[config.mk]
export PLATFORM = sky130hd
export DESIGN_NAME = gtl_lerp
export DESIGN_NICKNAME = d
export VERILOG_FILES = /design/src/rtl/grid_table_trilinear_lookup_assert.svh /design/src/rtl/gtl_lerp.sv
export SDC_FILE = /design/constraint.sdc
export NUM_CORES = 2
export LEC_CHECK = 0
export BUFFER_PORTS_ARGS = -buffer_cell sky130_fd_sc_hd__buf_2
export CAP_MARGIN = 20
export CORE_MARGIN = 1.5
export CORE_UTILIZATION = 50
export CTS_CLUSTER_SIZE = 16
export DETAILED_ROUTE_END_ITERATION = 16
export HOLD_SLACK_MARGIN = 0.1
export PLACE_DENSITY = 0.66
export SETUP_SLACK_MARGIN = 0.05
export SKIP_LAST_GASP = 1
export SLEW_MARGIN = 25
export SYNTH_ARGS = -nofsm -noshare
export SYNTH_HDL_FRONTEND = slang
export SYNTH_SLANG_ARGS = --single-unit
export TNS_END_PERCENT = 50
[constraint.sdc]
create_clock -name clk -period 17.6 [get_ports clk]
set_input_delay 0.88 -clock clk [delete_from_list [all_inputs] [get_ports clk]]
set_output_delay 0.88 -clock clk [all_outputs]
set_load 0.01 [all_outputs]
[src/rtl/grid_table_trilinear_lookup_assert.svh]
// Assertion macros for the grid table lookup block
`ifndef GRID_TABLE_TRILINEAR_LOOKUP_ASSERT_SVH
`define GRID_TABLE_TRILINEAR_LOOKUP_ASSERT_SVH
`ifndef SYNTHESIS
`define GT_ASSERT_IMPL(label, clk, rst, ante, cons) \
  label: assert property (@(posedge clk) disable iff (rst) (ante) |-> (cons)) \
    else $error("assertion failed");
`define GT_ASSERT_NEXT(label, clk, rst, ante, cons) \
  label: assert property (@(posedge clk) disable iff (rst) (ante) |=> (cons)) \
    else $error("assertion failed");
`else
`define GT_ASSERT_IMPL(label, clk, rst, ante, cons)
`define GT_ASSERT_NEXT(label, clk, rst, ante, cons)
`endif
`endif

[src/rtl/gtl_lerp.sv]
// One blending step: lo + floor(((hi-lo)*a + 2^15) / 2^16), saturated.
// Two register stages: multiply, then round and saturate.
module gtl_lerp #(
  parameter int VW = 32
) (
  input  logic                 clk,
  input  logic signed [VW-1:0] lo,
  input  logic signed [VW-1:0] hi,
  input  logic signed [25:0]   frac,
  output logic signed [VW-1:0] res
);
  localparam int PW = VW + 27;
  logic signed [VW:0]   diff;
  logic signed [PW-1:0] prod;
  logic signed [VW-1:0] lo_d;
  logic signed [PW-1:0] rnd;
  logic signed [PW-1:0] sum;
  logic signed [PW-1:0] vmax;
  logic signed [PW-1:0] vmin;

  assign diff = VW'(0) + {hi[VW-1], hi} - {lo[VW-1], lo};

  // Multiply the difference by the fraction
  always_ff @(posedge clk) begin
    prod <= PW'(diff) * PW'(frac);
    lo_d <= lo;
  end

  // Round, add base and saturate
  always_comb begin
    rnd  = (prod + PW'(32768)) >>> 16;
    sum  = rnd + PW'(lo_d);
    vmax = PW'({1'b0, {(VW-1){1'b1}}});
    vmin = -vmax - PW'(1);
  end

  always_ff @(posedge clk) begin
    if (sum > vmax) begin
      res <= vmax[VW-1:0];
    end else if (sum < vmin) begin
      res <= vmin[VW-1:0];
    end else begin
      res <= sum[VW-1:0];
    end
  end
endmodule

Word level (Yosys, flattened, before mapping)
Cells that the tools add are included.

Logic and storage cells: 10. Output and inout port bits: 32. Input bits: 91. Register bits after elaboration: 123.

Order comparisons: 2. Multiplexer cells: 1. $mul: 1. Add/sub/neg operators: 3.

Operators with widths (count): adder 59 x 17 -> 59 bit (second input constant) (1); multiplier 33 x 26 -> 59 bit (1); adder 43 x 32 -> 44 bit (1); > comparator 44 x 32 -> 1 bit (second input constant) (1); < comparator 44 x 32 -> 1 bit (second input constant) (1); subtractor 32 x 32 -> 33 bit (1); two-way mux 32 bit (1).

Longest topological paths before layout
Depth in word-level cells: 4. Mapped depth: 41. Gate-level depth less buffers: 40.

Worst setup path after synthesis
No wires, ideal clock.

Path kind: input-to-reg. Start point: input hi[0]. End point: register prod[53]. Setup slack: 8.023 ns. Data arrival time: 9.505 ns. Stages on the path: 38. Path buffers: 1. Library setup time: 0.072 ns. Required time: 17.528 ns. Path through: inv_1 ha_1 fa_1 nor2b_1 o21ai_0 a21boi_0 o21bai_1 a21oi_1 a21o_1 o21a_1 a21o_1 a21oi_1 xnor2_1 clkbuf_1 and2_1 fa_1 fa_1 inv_1 [2 not listed] fa_1 fa_1 inv_1 fa_1 fa_1 inv_1 ha_1 a21o_1 a21oi_1 o211ai_1 a41o_1 a221o_1 o21ai_1 a2111oi_1 o21a_1 o21a_1 o31ai_1 xnor2_1.

Longest elaborated chain between the ends: 2.

RTL lines: from (decl) (RTL line gtl_lerp.sv:8) `input logic signed [VW-1:0] hi,`; subtractor 32 x 32 -> 33 bit (RTL line gtl_lerp.sv:21) `assign diff = VW'(0) + {hi[VW-1], hi} - {lo[VW-1], lo};`; multiplier 33 x 26 -> 59 bit (RTL line gtl_lerp.sv:25) `prod <= PW'(diff) * PW'(frac);`; to (signal assigned) (RTL line gtl_lerp.sv:25); to (decl) (RTL line gtl_lerp.sv:14) `logic signed [PW-1:0] prod;`.

No other way between the ends. A chain may end at the register's enable or synchronous reset.

Worst setup path in the final report
Start point: input lo[1]. End point: register prod[52].

Longest elaborated chain between the ends: 2.

RTL lines: from (decl) (RTL line gtl_lerp.sv:7) `input logic signed [VW-1:0] lo,`; subtractor 32 x 32 -> 33 bit (RTL line gtl_lerp.sv:21); multiplier 33 x 26 -> 59 bit (RTL line gtl_lerp.sv:25).

No other way between the ends.

==> run summary <==
Status -> complete, no violations
Number of synthesis warnings -> 0
Routed len/inst -> 20.1 um
Cts repair resizes -> 0
Initial antenna violation count -> 5
Startpoint types -> input pin
Clk pin slew, worst setup/hold paths -> 0.09 ns
Tcrit/Tclk final -> 62.9%
Total length of routed wires -> 104 mm
Num CTS Buffers -> 9
Flops & latches, synth -> 108
TritonRoute pass-1 iters -> 5
Top Ports -> 123
Clock sinks -> 108
Vias in the first global route -> 30385
Routed Antenna Nets -> 0
Root Driver -> clkbuf_16
Crit Path Max Fanout -> 52
I/O Buffers -> 122
CTS Hold Bufs -> 0
Die X -> 277 um
Routed vias -> 28373
DR iter-0 viols -> 2088
Drt drc -> 0
Synth async-reset ratio -> 0%
GR Overflow Total -> 0
Max-cap violations -> 0
Max incr delay on CP -> 0.80 ns
Core Footprint -> 74400 sq um
Synth unique cells -> 81
Post-CTS Setup Repair Bufs -> 0
P&R area growth vs syn -> 5.24%
HPWL after DPL -> 77.9 mm
Top delay family on crit path -> compound AO/OA/AOI/OAI gates
Post-route setup TNS -> 0 ns
Synth Instances -> 4234
Mapped Nets -> 5436
Crit. End Element -> flip-flop
Crit path buf inv count -> 8
Layout cells sized above 1 -> 6.71%
H-tree Lvls -> 3
TritonCTS clock tree -> built
First-pass GRT wire length -> 169 mm
Final GP Congestion -> 0.913
Hold Crit Class -> in -> reg
Pin count of the biggest net entering global routing -> 63
Crit-path most repeated cell -> fa_1
Final Worst Setup Slack -> 6.54 ns
Final min period -> 11.06 ns
Max Clk Rate -> 0.0904 GHz
Via-to-Cell Ratio -> 5.49
Worst-Margin Slew -> 1.11 ns
Total Die Area -> 76800 sq um
Starting Density -> 50.5%
Row count -> 100
Nets@finish -> 5400
Dpl ws -> 6.19 ns
ANT cells -> 0
Hold Violations, Final -> 0
Critical path type -> in -> reg
Final Max Tran Viols -> 0
Top_reg_cell synth -> dfxtp_1
Post-Syn Area per Cell -> 8.88 sq um
Worst EP required -> 17.87 ns
CTS max path bufs -> 2
Post-synthesis instance area -> 37600 sq um
Final Setup Violations -> 0
Sequential area share after synthesis -> 5.75%
Total Routing Usage GR -> 28.3%
WP data arrival -> 11.33 ns
RSZ-0062 raised after global routing -> no
Slew Limit Headroom -> 26.1%
Die height -> 277 um
Clock skew -> 0.0232 ns
EDFF count, synth -> 0
Clk Latency, worst-skew pair -> 0.37 ns
Crit-path slowest cell -> a21oi_4
cells in the mapped netlist, types with 5 or more instances:
cell / n / area share, %
o211ai_1: 8 / 0.16
nand3_1: 51 / 0.68
o21ai_2: 31 / 0.72
or4b_1: 13 / 0.35
a211oi_1: 19 / 0.38
nand2_1: 626 / 6.3
buf_2: 6 / 0.080
nor3_1: 21 / 0.28
ha_1: 232 / 7.7
buf_1: 6 / 0.060
o21bai_1: 9 / 0.18
and2_1: 288 / 4.8
nor2_1: 137 / 1.4
a21oi_1: 106 / 1.4
a31oi_1: 25 / 0.42
o22ai_1: 15 / 0.25
buf_6: 7 / 0.21
nor4b_1: 12 / 0.28
nand2b_1: 34 / 0.57
a21o_1: 66 / 1.3
nor2b_1: 52 / 0.87
o21ai_0: 54 / 0.72
nand4_1: 31 / 0.52
and3_1: 19 / 0.32
o221ai_1: 11 / 0.26
nor4_1: 6 / 0.10
or3_1: 7 / 0.12
clkbuf_1: 198 / 2.0
o21a_1: 18 / 0.36
and4_1: 7 / 0.16
xnor2_1: 97 / 2.3
o21ai_1: 6 / 0.080
a211oi_2: 5 / 0.17
fa_1: 879 / 47
dfxtp_1: 108 / 5.8
xor2_1: 53 / 1.2
inv_1: 900 / 9.0
path summary, 6_finish.rpt:
path | startpoint | to | slack (ns) | depth (start not counted)
max reg2reg | prod[17]$_DFF_P_ | res[16]$_SDFF_PN1_ | 11.69 | 21
max | lo[1] | prod[52]$_DFF_P_ | 6.54 | 38
min reg2reg | lo_d[0]$_DFF_P_ | res[0]$_SDFF_PN1_ | 0.65 | 3
min | lo[7] | lo_d[7]$_DFF_P_ | 0.62 | 1
stage by stage:
stage               util, %  cell area, sq um  hold WS (ns)  cells
floorplan                 -             37600         0.572   4234
global placement       52.7             39200         0.631   5154
detailed placement     52.7             39200         0.618   5155
CTS                    53.1             39500         0.605   5171
global route           53.1             39600         0.610   5172
finish                 53.1             39600         0.618   5172
sequential cells by signal, indices dropped and copies added (netlist names):
name,cells
res,32
prod,44
lo_d,32
logic make-up after synthesis:
kind of cell / count (synthesis) / synth area share (%)
xor+xnor: 150 / 3.49
compound gates: 419 / 7.71
fa+ha+maj: 1111 / 54.5
simple gates: 1323 / 17.1
flops: 108 / 5.75
mux: 4 / 0.116
buf+inv: 1119 / 11.3
layout by cell type (no fill, tap or decap), drive strengths merged, types with 51 or more instances in the layout:
cell type	count
nor2	137
o21ai	92
dfxtp	108
and2	289
xor2	53
nand3	51
fa	879
buf	170
nor2b	52
inv	905
xnor2	97
a21oi	110
ha	232
a21o	66
nand2	627
final cells by class:
cell class | instances | area (sq um)
clock buffers | 10 | 239
flip-flops and latches | 108 | 2160
well taps | 969 | 1210
inverters | 902 | 3390
clock inverters | 6 | 52.6
multi-input cells | 3007 | 31500
repair buffers | 170 | 1000
fillers | 6855 | 34900
worst register-to-register path, stage by stage (launching register included):
cell	delay, ns
dfxtp_1	0.39
and3_1	0.20
and3_1	0.20
and2_1	0.21
nor3b_1	0.41
and3_1	0.31
nor2b_1	0.28
and2_1	0.24
nand2b_1	0.10
inv_1	0.08
nand4_1	0.11
xnor2_1	0.16
ha_1	0.53
nand4_1	0.23
o21ai_0	0.39
mux2_2	0.38
nor4_1	0.44
nand4_1	0.22
nor4_2	0.35
a21oi_4	0.08
buf_4	0.31
o21ai_2	0.24
metal layers:
layer | vias to the layer above | GRT usage [%] | routed length (um)
met3 | 200 | 4.28 | 7780
met1 | 14411 | 38.8 | 44000
met5 | - | 0 | 65
met4 | 10 | 8.51 | 3430
met2 | 1106 | 46.6 | 48700
li1 | 12646 | - | -
Power is left out: the tool's default activity adds up to more than one toggle a clock period on the data nets, which glitch-free logic cannot reach.
