## src/rtl/grid_table_trilinear_lookup_assert.svh

```systemverilog
// Assertion macros for the grid table lookup block
`ifndef GRID_TABLE_TRILINEAR_LOOKUP_ASSERT_SVH
`define GRID_TABLE_TRILINEAR_LOOKUP_ASSERT_SVH
`ifndef SYNTHESIS
`define GT_ASSERT_IMPL(label, clk, rst, ante, cons) \
  label: assert property (@(posedge clk) disable iff (rst) (ante) |-> (cons)) \
    else $error("assertion failed");
`define GT_ASSERT_NEXT(label, clk, rst, ante, cons) \
  label: assert property (@(posedge clk) disable iff (rst) (ante) |=> (cons)) \
    else $error("assertion failed");
`else
`define GT_ASSERT_IMPL(label, clk, rst, ante, cons)
`define GT_ASSERT_NEXT(label, clk, rst, ante, cons)
`endif
`endif

```

## src/rtl/gtl_index.sv

```systemverilog
// Turn one linear coordinate into nearest index, bracket and fraction.
// Stages: difference, product, index decisions.
module gtl_index #(
  parameter int NMAX = 16,
  parameter int IW   = 4
) (
  input  logic               clk,
  input  logic signed [31:0] coord,
  input  logic signed [31:0] origin,
  input  logic [31:0]        recip,
  input  logic [8:0]         npts,
  output logic [IW-1:0]      near,
  output logic [IW-1:0]      lo,
  output logic signed [25:0] frac
);
  logic        neg;
  logic [32:0] mag;
  logic signed [33:0] diff;
  logic [64:0] prod;
  logic [31:0] recip_d;
  logic [8:0]  npts_d;
  logic [8:0]  npts_dd;
  logic        neg_d;
  logic signed [50:0] r;
  logic signed [50:0] t;
  logic signed [50:0] a;
  logic [8:0] n_eff;
  logic [34:0] ip;
  logic [34:0] il;

  assign diff = 34'(coord) - 34'(origin);

  // Register magnitude and sign of the offset
  always_ff @(posedge clk) begin
    neg     <= diff < 0;
    mag     <= diff < 0 ? 33'(-diff) : diff[32:0];
    recip_d <= recip;
    npts_d  <= npts;
  end

  // Register the scaled magnitude
  always_ff @(posedge clk) begin
    prod    <= 65'(mag) * 65'(recip_d);
    neg_d   <= neg;
    npts_dd <= npts_d;
  end

  always_comb begin
    if (neg_d) begin
      r = -51'((prod + 65'(16'hFFFF)) >> 16);
    end else begin
      r = 51'(prod >> 16);
    end
    n_eff = npts_dd < 9'd2 ? 9'd2 : (npts_dd > 9'(NMAX) ? 9'(NMAX) : npts_dd);
    t  = r + 51'(32768);
    ip = (t < 0) ? 35'd0 : 35'(t >>> 16);
    if (ip > 35'(n_eff) - 35'd1) ip = 35'(n_eff) - 35'd1;
    il = (r < 0) ? 35'd0 : 35'(r >>> 16);
    if (il > 35'(n_eff) - 35'd2) il = 35'(n_eff) - 35'd2;
    a = r - (51'(il) <<< 16);
    if (a > 51'sd16777216) a = 51'sd16777216;
    if (a < -51'sd16777216) a = -51'sd16777216;
  end

  // Register the grid decisions
  always_ff @(posedge clk) begin
    near <= ip[IW-1:0];
    lo   <= il[IW-1:0];
    frac <= a[25:0];
  end
endmodule

```

## config.mk

```make
export PLATFORM = sky130hd
export DESIGN_NAME = gtl_index
export DESIGN_NICKNAME = d
export VERILOG_FILES = /design/src/rtl/grid_table_trilinear_lookup_assert.svh /design/src/rtl/gtl_index.sv
export SDC_FILE = /design/constraint.sdc
export NUM_CORES = 2
export LEC_CHECK = 0
export ABC_AREA = 1
export BUFFER_PORTS_ARGS = -buffer_cell sky130_fd_sc_hd__buf_2
export CORE_MARGIN = 1
export CORE_UTILIZATION = 25
export DETAILED_ROUTE_END_ITERATION = 10
export PLACE_DENSITY = 0.44
export SYNTH_ARGS = -nofsm -noshare
export SYNTH_HDL_FRONTEND = slang
export SYNTH_SLANG_ARGS = --single-unit
```

## constraint.sdc

```tcl
create_clock -name clk -period 9.2 [get_ports clk]
set_input_delay 0.46 -clock clk [delete_from_list [all_inputs] [get_ports clk]]
set_output_delay 0.46 -clock clk [all_outputs]
set_load 0.05 [all_outputs]
```

## Word level (Yosys, flattened, before mapping)

Cells that the tools add are included.
W data, S select, Z words.

| cells by class | value |
|---|---|
| multipliers | 1 |
| order comparisons | 9 |
| multiplexer cells | 9 |
| $add $sub $neg | 8 |

Operators with widths:

| operator | number |
|---|---|
| $mux W35 | 3 |
| $lt A51 B1 Y1 const B | 2 |
| $mux W51 | 2 |
| $gt A35 B35 Y1 | 2 |
| $add A65 B16 Y65 const B | 1 |
| $mul A33 B32 Y65 | 1 |
| $add A51 B17 Y51 const B | 1 |
| $gt A51 B26 Y1 const B | 1 |
| $lt A51 B25 Y1 const B | 1 |
| $neg A49 Y51 | 1 |
| $sub A51 B51 Y51 | 1 |
| $lt A33 B1 Y1 const B | 1 |
| $mux W33 | 1 |
| $neg A33 Y33 | 1 |
| $sub A32 B32 Y33 | 1 |
| $mux W9 | 2 |
| $sub A9 B1 Y10 const B | 1 |
| $sub A9 B2 Y10 const B | 1 |
| $gt A9 B5 Y1 const B | 1 |
| $lt A9 B2 Y1 const B | 1 |
| $mux W4 | 1 |

| storage, ports and cells | value |
|---|---|
| flip-flop bits (word level) | 184 |
| word-level logic and storage cells | 37 |
| input port bits | 106 |

## Longest topological paths before layout

| logic depth | value |
|---|---|
| word-level depth | 11 |
| gate-level depth with buffers | 60 |

## Worst setup path after synthesis

OpenSTA, ideal clock, no wires.

| timing path | value |
|---|---|
| kind | register to register |
| from | register recip_d[2] |
| to | register prod[55] |
| stages on the path, launching flop included | 31 |
| arrival | 7.192 ns |
| library setup time | 0.072 ns |
| buffers on the path | 2 |
| data required time | 9.128 ns |
| path slack | 1.936 ns |
| path through | dfxtp_1 > clkbuf_1 > clkbuf_1 > nand2_1 > fa_1 > inv_1 > fa_1 > inv_1 > fa_1 > inv_1 > fa_1 > fa_1 > inv_1 > fa_1 > fa_1 > fa_1 > inv_1 > ha_1 > nand2_1 > nor2_1 > inv_1 > o21ai_0 > a21boi_0 > o21ai_0 > a21boi_0 > o21ai_0 > nand3_1 > nand2_1 > nand2_1 > nand2_1 > xor2_1 |

| on the way | value |
|---|---|
| cells in the longest elaborated chain, start to end | 1 |

Ends and longest elaborated chain:

| element | RTL line | text |
|---|---|---|
| from (decl) | gtl_index.sv:20 | `logic [31:0] recip_d;` |
| from (signal assigned) | gtl_index.sv:37 | `recip_d <= recip;` |
| $mul A33 B32 Y65 | gtl_index.sv:43 | `prod <= 65'(mag) * 65'(recip_d);` |
| to (signal assigned) | gtl_index.sv:43 |  |
| to (decl) | gtl_index.sv:19 | `logic [64:0] prod;` |

Every way passes these cells.
A chain may end at the register's enable or synchronous reset.

## Final worst setup path

| timing path | value |
|---|---|
| from | register recip_d[3] |
| to | register prod[64] |

Same word-level chain as after synthesis.

==> results_dict.tcl <==
set metrics [dict create \
    slowest_delay_ns 0.95 \
    grt_pass1_wl_um 288000 \
    hold_viol 0 \
    cp.required_ns 9.61 \
    cts_tree "built" \
    post_cts_buffers 0 \
    overflow 0 \
    synth_edf_count 0 \
    htree_levels 4 \
    yosysTopAreaCell "fa_1" \
    cts_max_path_buffers 2 \
    port_buffers 139 \
    die_h_um 456 \
    min_path_cells 1 \
    dieArea_um2 208000 \
    cts_root_buffer "clkbuf_16" \
    rr_startpoint "recip_d[3]$_DFF_P_" \
    antenna_found_initial 2 \
    coreArea_um2 205000 \
    slew_headroom_pct 16.3 \
    path_max_fanout 21 \
    startpoint_type "register" \
    syn2layout_area_growth_pct 10.1 \
    drt-initial-drc-count 2459 \
    worstReg2RegEnd "prod[64]$_DFF_P_" \
    syn_inst 7181 \
    setup_viol 0 \
    clkTransAtPathRegs_ns 0.08 \
    slew_violations 0 \
    max_cap_violations 0 \
    rr_worst_depth 28 \
    start_util_pct 25.2 \
    rows 166 \
    place_hpwl_um 156000 \
    routabilityCongestion 0.948 \
    io_pins 140 \
    ys_seq_elements 184 \
    synthArstFlopShare_pct 0 \
    outcome "completed" \
    layout_setup_ws_ns 0.544 \
    critPathLaunch "recip_d[3]$_DFF_P_" \
    postLayoutCoreUtil_pct 27.7 \
    reg2reg_slack_ns 0.54 \
    setup.worst_path.end_class "register" \
    grt_max_degree 54 \
    ys_top_cells_by_area "fa_1 (36%), nand2_1 (14%), inv_1 (12%), ha_1 (9.8%), dfxtp_1 (7.1%)" \
    insertion_delay_ns 0.58 \
    ys_seq_area_share_pct 7.13 \
    hold_start "recip[20]" \
    pre_cts_slack_ns 0.310 \
    drive_gt1_share_pct 6.53 \
    worst_slew_pin_slew_ns 1.25 \
    layout.nets 8697 \
    timing.final.crit_share_pct 94.1 \
    routed_wl_um 183000 \
    grt.total_usage_pct 17.9 \
    critPathSlowestCell "dfxtp_1" \
    crit_arrival_ns 9.06 \
    viasPerCell 4.52 \
    antenna_left 0 \
    diodes 0 \
    hold_end "recip_d[20]$_DFF_P_" \
    max_freq_mhz 116 \
    syn_area_um2 51600 \
    synth-main-ff-cell "dfxtp_1" \
    yosys.cell_types.count 59 \
    critPathKind "reg2reg" \
    hold_path.class "in2reg" \
    tns_ns 0 \
    grt_pass1_vias 48200 \
    ys_warn_count 0 \
    clock-sinks 184 \
    synth_top_area_share_pct 36.0 \
    wl_per_cell_um 18.4 \
    dieWidth_um 456 \
    num_vias 45000 \
    period_needed_ns 8.66 \
    cts_buffers 17 \
    fin_skew_ns 0.0560 \
    post-route-drc-count 0 \
    syn_area_per_cell_um2 7.19 \
    dr.pass1.iters 6 \
]
==> cells in the mapped netlist (10+ instances only) <==
| cell type | count |
|---|---|
| nor2_4 | 10 |
| xor2_1 | 120 |
| nor4_1 | 20 |
| inv_1 | 1715 |
| nand2_2 | 29 |
| nor2_2 | 62 |
| nand3_1 | 192 |
| a21oi_1 | 217 |
| inv_2 | 14 |
| fa_1 | 928 |
| nand2_1 | 1942 |
| xnor2_1 | 66 |
| nand4_1 | 80 |
| nor3_1 | 46 |
| o211ai_1 | 11 |
| a21boi_0 | 14 |
| ha_1 | 406 |
| a31oi_1 | 32 |
| clkbuf_1 | 248 |
| nand3b_1 | 13 |
| nand3_2 | 11 |
| nor2_1 | 542 |
| o21a_1 | 11 |
| dfxtp_1 | 184 |
| o21ai_0 | 156 |
| a21o_1 | 11 |
==> cell usage in the layout, fill, tap and decap left out, types with 6 or more instances in the layout <==
master         count
a21boi_0          14
a21o_1            11
a21oi_1          215
a21oi_2            7
a31oi_1           32
buf_2            139
buf_4            141
clkbuf_16         18
dfxtp_1          182
dlygate4sd3_1     36
fa_1             928
ha_1             406
inv_1           1715
inv_2             13
nand2_1         1941
nand2_2           29
nand3_1          192
nand3_2           11
nand3b_1          13
nand4_1           80
nor2_1           541
nor2_2            63
nor2_4            10
nor3_1            46
nor4_1            19
o211ai_1          11
o21a_1            11
o21ai_0          152
o21ai_1           12
o21bai_1           8
o221ai_1           8
or2_2              6
xnor2_1           66
xor2_1           119
==> what timing repair did <==
action | in CTS | in global routing
hold buffers | 36 | 0
endpoints found under the hold margin | 36 | 0
endpoints found under the setup margin | 0 | 29
gates resized for setup | 0 | 15
==> metal layers <==
metal	share of wire, %	vias to the layer above	GRT usage, %
li1	-	21300	-
met1	46	22500	24.3
met2	47	1086	30.3
met3	4.3	179	1.90
met4	2.3	0	4.31
met5	0	-	0
==> layout make-up <==
class / instances / area, um2
clock inverters: 14 / 208
inverters: 1733 / 6510
well taps: 2688 / 3360
flip-flops and latches: 184 / 3690
fillers: 22600 / 148000
repair buffers: 320 / 2190
clock buffers: 18 / 450
multi-input cells: 5001 / 40400
==> metrics by stage <==
| stage | std cells | cell area [um2] | hold slack, ns |
|---|---|---|---|
| 4_1_cts | 9958 | 56800 | 0.0197 |
| 5_1_grt | 9958 | 56800 | 0.0223 |
| 3_3_place_gp | 9890 | 55800 | 0.314 |
| 6_report | 9958 | 56800 | 0.0614 |
| 2_1_floorplan | 7183 | 51600 | 0.310 |
| 3_5_place_dp | 9890 | 55800 | 0.315 |
==> worst max path at each step <==
stage	cells past startpoint	end	slack [ns]
detailed placement	52	frac[17]$_SDFF_PP0_	0.31
floorplan	30	prod[55]$_DFF_P_	1.94
CTS	27	prod[64]$_DFF_P_	0.28
global placement	52	frac[17]$_SDFF_PP0_	0.41
global route	50	frac[17]$_SDFF_PP0_	-0.02
finish	28	prod[64]$_DFF_P_	0.54
==> state kept, by name, summed over array words and instances (netlist names) <==
name and count:
prod 65, mag 33, recip_d 32, frac 26, npts_d 9, npts_dd 9
lo 4, near 4, neg 1, neg_d 1
==> cells by family after synthesis <==
logic type	synth area share [%]
AND/OR/NAND/NOR	23.7
buffers and inverters	14.7
adder cells (fa/ha/maj)	45.8
AO/OA/AOI/OAI	5.48
XOR/XNOR	3.19
flip-flops	7.13
other	0.00726
==> critical path, delay by kind of cell (launching register included) <==
| kind | cells | cell delay, ns |
|---|---|---|
| adders and majority gates | 9 | 4.40 |
| DFF | 1 | 0.95 |
| xor gates and xnor gates | 1 | 0.15 |
| AOI/OAI and AO/OA | 8 | 2.09 |
| buffers and inverters | 9 | 0.81 |
| and+or+nand+nor | 1 | 0.10 |
Power is left out: the tool's default activity adds up to more than one toggle a clock period on the data nets, which glitch-free logic cannot reach.
